**src/sv/adpd_pkg.sv**
```systemverilog
// ----------------------------------------------------------------------------
// adpd_pkg
// Shared types and constants of the attribute display pixel decoder.
// ----------------------------------------------------------------------------
`default_nettype none

package adpd_pkg;

  localparam int unsigned AttrCells    = 768;
  localparam int unsigned AttrAw       = $clog2(AttrCells);
  localparam int unsigned AttrW        = 8;
  localparam int unsigned DisplayBytes = 6144;
  localparam int unsigned OffW         = 13;
  localparam int unsigned TickW        = 32;
  localparam int unsigned IntervalW    = 16;
  localparam int unsigned PixIdxW      = 16;
  localparam int unsigned ColourW      = 4;

  localparam logic [IntervalW-1:0] FlashIntervalReset = IntervalW'(62);

  typedef enum logic [1:0] {
    OP_FRAME = 2'd0,
    OP_ATTR  = 2'd1,
    OP_PIXEL = 2'd2
  } op_t;

  // One display byte handed from the front end to the pixel serializer.
  typedef struct packed {
    logic [7:0] row;    // pixel row 0..191
    logic [4:0] col;    // byte column 0..31
    logic [7:0] bits;   // bitmap byte, MSB is the left pixel
    logic       phase;  // flash phase seen by this byte
  } pix_job_t;

endpackage : adpd_pkg

`default_nettype wire

```
**src/sv/adpd_out_if.sv**
```systemverilog
// ----------------------------------------------------------------------------
// adpd_out_if
// Result channel: one pixel word with its linear index and colour.
// ----------------------------------------------------------------------------
`default_nettype none

interface adpd_out_if import adpd_pkg::*; ();
  logic                valid;
  logic                ready;
  logic [PixIdxW-1:0]  pixel_index;
  logic [ColourW-1:0]  colour_id;
  logic                last;

  modport source(output valid, pixel_index, colour_id, last, input ready);
  modport sink(input valid, pixel_index, colour_id, last, output ready);
endinterface : adpd_out_if

`default_nettype wire

```
**src/sv/adpd_serializer.sv**
```systemverilog
// ----------------------------------------------------------------------------
// adpd_serializer
// Expands one display byte into eight pixel words, one per cycle while out_ch.ready is high.
// ----------------------------------------------------------------------------
`default_nettype none

module adpd_serializer import adpd_pkg::*; (
  input  wire logic             clk,
  input  wire logic             rst_n,
  input  wire logic             job_load,
  input  wire pix_job_t         job,
  input  wire logic [AttrW-1:0] attr,
  output logic                  job_free,
  adpd_out_if.source            out_ch
);

  pix_job_t            job_r;
  logic                active_r, active_nxt;
  logic [2:0]          k_r, k_nxt;
  logic                out_valid_r, out_valid_nxt;
  logic [PixIdxW-1:0]  pix_idx_r;
  logic [ColourW-1:0]  colour_r;
  logic                last_r;
  logic                out_load;
  logic                pix_bit;
  logic                swap;
  logic [2:0]          ink;
  logic [2:0]          paper;
  logic [2:0]          base;

  assign out_load = active_r && (!out_valid_r || out_ch.ready);
  assign job_free = !active_r || (out_load && (k_r == 3'd7));

  // attr comes from the RAM read issued with job_load and holds meanwhile.
  always_comb begin
    pix_bit = job_r.bits[3'd7 - k_r];
    swap    = attr[7] && job_r.phase;
    ink     = swap ? attr[5:3] : attr[2:0];
    paper   = swap ? attr[2:0] : attr[5:3];
    base    = pix_bit ? ink : paper;
  end

  always_comb begin
    active_nxt    = active_r;
    k_nxt         = k_r;
    out_valid_nxt = out_valid_r;
    if (out_load) begin
      out_valid_nxt = 1'b1;
      k_nxt         = k_r + 3'd1;
      if (k_r == 3'd7) begin
        active_nxt = 1'b0;
      end
    end else if (out_ch.ready) begin
      out_valid_nxt = 1'b0;
    end
    if (job_load) begin
      active_nxt = 1'b1;
      k_nxt      = 3'd0;
    end
  end

  always_ff @(posedge clk) begin
    if (!rst_n) begin
      active_r    <= 1'b0;
      k_r         <= 3'd0;
      out_valid_r <= 1'b0;
    end else begin
      active_r    <= active_nxt;
      k_r         <= k_nxt;
      out_valid_r <= out_valid_nxt;
    end
  end

  always_ff @(posedge clk) begin
    if (job_load) begin
      job_r <= job;
    end
    if (out_load) begin
      pix_idx_r <= {job_r.row, job_r.col, k_r};
      colour_r  <= {attr[6], base};
      last_r    <= (k_r == 3'd7);
    end
  end

  assign out_ch.valid       = out_valid_r;
  assign out_ch.pixel_index = pix_idx_r;
  assign out_ch.colour_id   = colour_r;
  assign out_ch.last        = last_r;

endmodule : adpd_serializer

`default_nettype wire

```
**src/flat_wrapper.sv**
```systemverilog
// flat-port wrapper written by rule: the top's interface ports become plain ports
module adpd_serializer_flat import adpd_pkg::*;
  (clk, rst_n, job_load, job, attr, job_free, out_ch_valid, out_ch_pixel_index, out_ch_colour_id, out_ch_last, out_ch_ready);
  adpd_out_if out_ch_i ();
  input  wire logic clk;
  input  wire logic rst_n;
  input  wire logic job_load;
  input  wire pix_job_t job;
  input  wire logic [AttrW-1:0] attr;
  output logic job_free;
  output wire logic [$bits(out_ch_i.valid)-1:0] out_ch_valid;
  output wire logic [$bits(out_ch_i.pixel_index)-1:0] out_ch_pixel_index;
  output wire logic [$bits(out_ch_i.colour_id)-1:0] out_ch_colour_id;
  output wire logic [$bits(out_ch_i.last)-1:0] out_ch_last;
  input wire logic [$bits(out_ch_i.ready)-1:0] out_ch_ready;
  assign out_ch_valid = out_ch_i.valid;
  assign out_ch_pixel_index = out_ch_i.pixel_index;
  assign out_ch_colour_id = out_ch_i.colour_id;
  assign out_ch_last = out_ch_i.last;
  assign out_ch_i.ready = out_ch_ready;
  adpd_serializer u_core (.clk(clk), .rst_n(rst_n), .job_load(job_load), .job(job), .attr(attr), .job_free(job_free), .out_ch(out_ch_i));
endmodule
```
**config.mk**
```make
export PLATFORM = sky130hd
export DESIGN_NAME = adpd_serializer_flat
export DESIGN_NICKNAME = d
export VERILOG_FILES = /design/src/sv/adpd_pkg.sv /design/src/sv/adpd_out_if.sv /design/src/sv/adpd_serializer.sv /design/src/flat_wrapper.sv
export SDC_FILE = /design/constraint.sdc
export NUM_CORES = 1
export LEC_CHECK = 0
export ABC_CLOCK_PERIOD_IN_PS = 5440
export BUFFER_PORTS_ARGS = -buffer_cell sky130_fd_sc_hd__buf_2
export CORE_MARGIN = 4
export CORE_UTILIZATION = 30
export DETAILED_ROUTE_END_ITERATION = 7
export GPL_TIMING_DRIVEN = 0
export PLACE_DENSITY = 0.51
export SYNTH_ARGS = -nofsm -noshare
export SYNTH_HDL_FRONTEND = slang
export SYNTH_SLANG_ARGS = --single-unit
```
**constraint.sdc**
```tcl
create_clock -name clk -period 5.44 [get_ports clk]
set_clock_uncertainty 0.05 [all_clocks]
set_input_delay 0.544 -clock clk [delete_from_list [all_inputs] [get_ports clk]]
set_output_delay 0.544 -clock clk [all_outputs]
set_load 0.05 [all_outputs]
```
After elaboration in Yosys (flattened, before gate mapping)
Index checks and enable logic that the tools add are counted.

Add/subtract/negate cells: 2. Multiply operators: 0. Divide/modulo/power cells: 0. Magnitude comparators: 1. Equality and inequality tests: 1. Shift-type cells: 0. Mux-type cells: 10. Bitwise operators: 1. Reduce and logical (&&, ||, !) cells: 12.

Operators with widths (number): 3-bit two-way mux (3); 1-bit two-way mux (6); 2-bit nonzero test (3); 3-bit by 4-bit less-than comparator with 1-bit output, second input constant (1); 3-bit by 1-bit adder with 3-bit output, second input constant (1); 1-bit binary-select mux with 3-bit select (1); 3-bit == test, second input constant (1); 1-bit logical AND (3); 3-bit subtractor, first input constant (1); 1-bit logical NOT (2); 1-bit logical OR (2); 2-bit AND reduction (1); 2-bit OR reduction (1); 1-bit NOT (1).

Bits in registers: 48. Latch bits: 0. Memory bits (writable): 0. Bits in read-only memories: 0. Input bits: 34. Output and inout port bits: 23. Logic and storage cells: 37. Memories: 0.

Logic depth before layout (Yosys ltp)
Word-level depth: 5. Mapped depth: 4. Depth with buffers taken out: 4.

Worst setup path before layout
Ideal clock, no wire load.

Path kind: register -> register. Start: register u_core.out_valid_r, in the netlist u_core.out_ch.valid. End: register u_core.colour_r[0], in the netlist u_core.out_ch.colour_id[0] (enable). Library setup time: 399 ps. Data arrival time: 1614 ps. Required time: 4991 ps. Setup slack: 3377 ps. Stages on the path, launching flop included: 3. Path buffers: 0. Clock period less this slack: 2063 ps. Cells stage by stage: dfxtp_1 nor2b_1 nor2_1.

Cells in the longest elaborated chain, start to end: 3.

Ends and longest elaborated chain: start: declaration (RTL line adpd_serializer.sv:20) `logic out_valid_r, out_valid_nxt;`; start signal: assignment (RTL line adpd_serializer.sv:70) `out_valid_r <= out_valid_nxt;`; 1-bit logical NOT (RTL line adpd_serializer.sv:31) `assign out_load = active_r && (!out_valid_r || out_ch.ready);`; 1-bit logical OR (RTL line adpd_serializer.sv:31); 1-bit logical AND (RTL line adpd_serializer.sv:31); via u_core.out_load (RTL line adpd_serializer.sv:24) `logic out_load;`; end signal: assignment (RTL line adpd_serializer.sv:80) `colour_r <= {attr[6], base};`; end: declaration (RTL line adpd_serializer.sv:22) `logic [ColourW-1:0] colour_r;`.

The timed path passes the listed nets, and every way through them passes these cells. A chain may end at the register's enable or synchronous reset.

Worst setup path after layout
Start: register u_core.k_r[1]. End: output job_free.

Cells in the longest elaborated chain, start to end: 3.

Ends and longest elaborated chain: start: declaration (RTL line adpd_serializer.sv:19) `logic [2:0] k_r, k_nxt;`; start signal: assignment (RTL line adpd_serializer.sv:69) `k_r <= k_nxt;`; 3-bit == test (RTL line adpd_serializer.sv:32) `assign job_free = !active_r || (out_load && (k_r == 3'd7));`; 1-bit logical AND (RTL line adpd_serializer.sv:32); 1-bit logical OR (RTL line adpd_serializer.sv:32); end: declaration (RTL line flat_wrapper.sv:10) `output logic job_free;`.

No other way between the ends.

==> impl_metrics.yaml <==
clocking:
  clock-sinks: 48
  clock_path_buffers: 2
  cts_resized: 0
  cts_setup_buffers: 0
  clkTransAtPathRegs_ns: 0.09
  htreeDepth: 2
  ctsHoldBuffers: 0
  root_buffer: "clkbuf_8"
  cts_tree: "built"
  cts_made_buffers: 5
  insertion_delay_ns: 0.30
route:
  drtIter0Drc: 28
  drc: 0
  final_antenna_net_count: 0
  vias: 938
  finalWirelength_um: 3026
  wl_per_cell_um: 13.82
  vias_per_cell: 4.283
  first_pass_iters: 4
logic_synthesis:
  ys_seq_area_share_pct: 82.74
  syn_area_um2: 1682
  yosysWarningCount: 0
  yosysTopAreaCellShare_pct: 76.79
  avgSynthCellArea_um2: 20.02
  yosysTopAreaCell: "edfxtp_1"
  synth_compound_area_share_pct: 2.976
  synth_xor_area_share_pct: 0
  ys_top_cells_by_area: "edfxtp_1, mux2i_1, dfxtp_1"
  synth_fp_nets: 120
  synth_top_family_by_area: "multiplexers"
  synth_fa_ha_area_share_pct: 1.488
  synthMuxAreaShare_pct: 9.077
  yosys.cell_types.count: 17
  ys_ff_latch: 48
  synth_cells: 84
  yosys.area_share.simple_pct: 2.604
final_layout:
  drive_above_1_share_pct: 46.31
  final_util_pct: 41.41
  nFillCells: 517
  diodes: 0
  fin_nets: 184
  area_growth_pct: 29.76
placed_design:
  dpl.hpwl_um: 2311
  pre_cts_ws_ns: 3.539
  routabilityCongestion: 0.7472
  io_buffers: 56
sta:
  finalCriticalPeriod_ns: 2.092
  hold_viol: 0
  max_freq_mhz: 478.0
  maxSlewHeadroom_pct: 64.25
  rsz0062_at_grt: "no"
  fin_crit_sh_pct: 38.45
  finalWorstSetupSlack_ns: 3.348
  worst_slew_pin_slew_ns: 0.5362
  setup_viol: 0
  setup-tns-final_ns: 0
  slew_viol_final: 0
worst_setup_path:
  crit_family: "adder cells"
  reg2reg_depth: 4
  path_cells: "ha_1, ha_1, a21oi_1, inv_1, buf_2"
  critPathLaunchType: "register"
  crit_top_cell: "ha_1"
  critPathKind: "register to output port"
  critPathMaxFanout: 4
  worstPathRequired_ns: 4.85
  slowest_stage: "dfxtp_1"
  worstPathArrival_ns: 1.50
  timing.rr.start: "u_core.k_r[0]"
  critPathMaxStageDelay_ns: 0.36
  crit_buf_inv: 2
  r2r_slack_ns: 3.83
  reg2reg_to: "u_core.out_ch.colour_id[1]"
  critPathCaptureType: "output port"
grt:
  grt_max_degree: 25
  grt-ovfl-total: 0
  antenna_found_initial: 0
  grt_pass1_vias: 978
  grt_pass1_wl_um: 4767
  grt_usage_pct: 8.929
status:
  outcome: "complete, no violations"
die:
  fp.dieW_um: 82.87
  die-area_um2: 6867
  fp.coreArea_um2: 5270
  core.rowCount: 26
  io_pins: 57
  start_util_pct: 31.91
  die_h_um: 82.87
hold_path:
  hp-class: "input pin to register"
  holdPathStages: 1
  holdCritStartpoint: "job[17]"
  hold-path-endpoint: "u_core.job_r[17]"
run:
  max_cap_violations: 0
power:
  ir_drop_mv: 0.1175
  p_leak_nw: 0.8811
  powerDensity_nw_per_um2: 358.7
## worst max-delay path by stage
stage / startpoint / end / slack, ns / cells after the start
finish: u_core.k_r[1] / job_free / 3.35 / 5
global placement: out_ch_ready / u_core.out_ch.pixel_index[11] / 2.97 / 3
floorplan: u_core.out_ch.valid / u_core.out_ch.colour_id[0] / 3.38 / 2
CTS: u_core.k_r[1] / job_free / 3.33 / 5
global route: u_core.k_r[1] / job_free / 3.20 / 5
detailed placement: out_ch_ready / job_free / 3.54 / 5
## layer usage
layer	vias up	share of wire (%)	GRT usage, %
met5	-	0	0
met4	0	1.6	4.012
met3	5	7.5	3.366
met2	36	53	15.52
met1	442	38	9.596
li1	455	-	-
## metrics by stage
| step | total power, mW | cells | instance area, um^2 | hold slack [ns] |
|---|---|---|---|---|
| 4_1_cts | 0.7954 | 219 | 2182 | 0.3532 |
| 3_3_place_gp | 0.5313 | 210 | 2049 | 0.3510 |
| 2_1_floorplan | 0.5024 | 84 | 1682 | 0.3503 |
| 5_1_grt | 0.8212 | 219 | 2182 | 0.3443 |
| 6_report | 0.7828 | 219 | 2182 | 0.3657 |
| 3_5_place_dp | 0.5363 | 211 | 2067 | 0.3545 |
## where the power goes
part,switching (mW),internal [mW]
combinational,0.0624,0.0264
clock,0.119,0.138
sequential,0.00645,0.430
total,0.188,0.595
## placed cells by master, fill, tap and decap left out, types with 2 or more instances in the layout
cell type / n
nand2b_1: 2
mux2i_1: 13
ha_1: 2
nand3_1: 2
buf_2: 56
o21ai_0: 3
edfxtp_1: 43
inv_1: 2
dfxtp_1: 5
clkbuf_8: 5
a21oi_1: 4
## logic make-up (layout without fill, tap and decap cells)
group,Yosys count,in the layout
fa+ha+maj,2,2
buf+inv,3,68
mux,14,14
flops,48,48
simple gates,8,8
compound gates,9,9
## sequential cells by signal, indices dropped and copies added (netlist names)
| name | count |
|---|---|
| u_core.active_r | 1 |
| u_core.job_r | 22 |
| u_core.k_r | 3 |
| u_core.out_ch.colour_id | 4 |
| u_core.out_ch.last | 1 |
| u_core.out_ch.pixel_index | 16 |
| u_core.out_ch.valid | 1 |
## cell type report
class | count | area (um^2) | area share [%]
plain buffers | 1 | 11.26 | 0.5161
clock buffers | 5 | 68.82 | 3.154
clock inverters | 3 | 46.29 | 2.122
inverters | 2 | 7.507 | 0.3440
multi-input cells | 33 | 274.0 | 12.56
flip-flops and latches | 48 | 1391 | 63.76
well taps | 70 | 87.58 | 4.014
repair buffers | 57 | 295.3 | 13.53
## worst register-to-register path, stage by stage (launching register included)
cell	delay [ns]
dfxtp_1	0.38
buf_6	0.15
mux2i_1	0.09
mux4_2	0.54
mux2i_1	0.15
## synth_stat cells (all sizes together)
cell type and instances:
edfxtp 43, mux2i 13, dfxtp 5, a21oi 4, o21ai 3, ha 2, inv 2, nand2b 2
nand3 2, a21boi 1, buf 1, mux4 1, nand2 1, nor2 1, nor2b 1, o21a 1
or3 1
No activity file was read; power rests on OpenSTA's default activity.
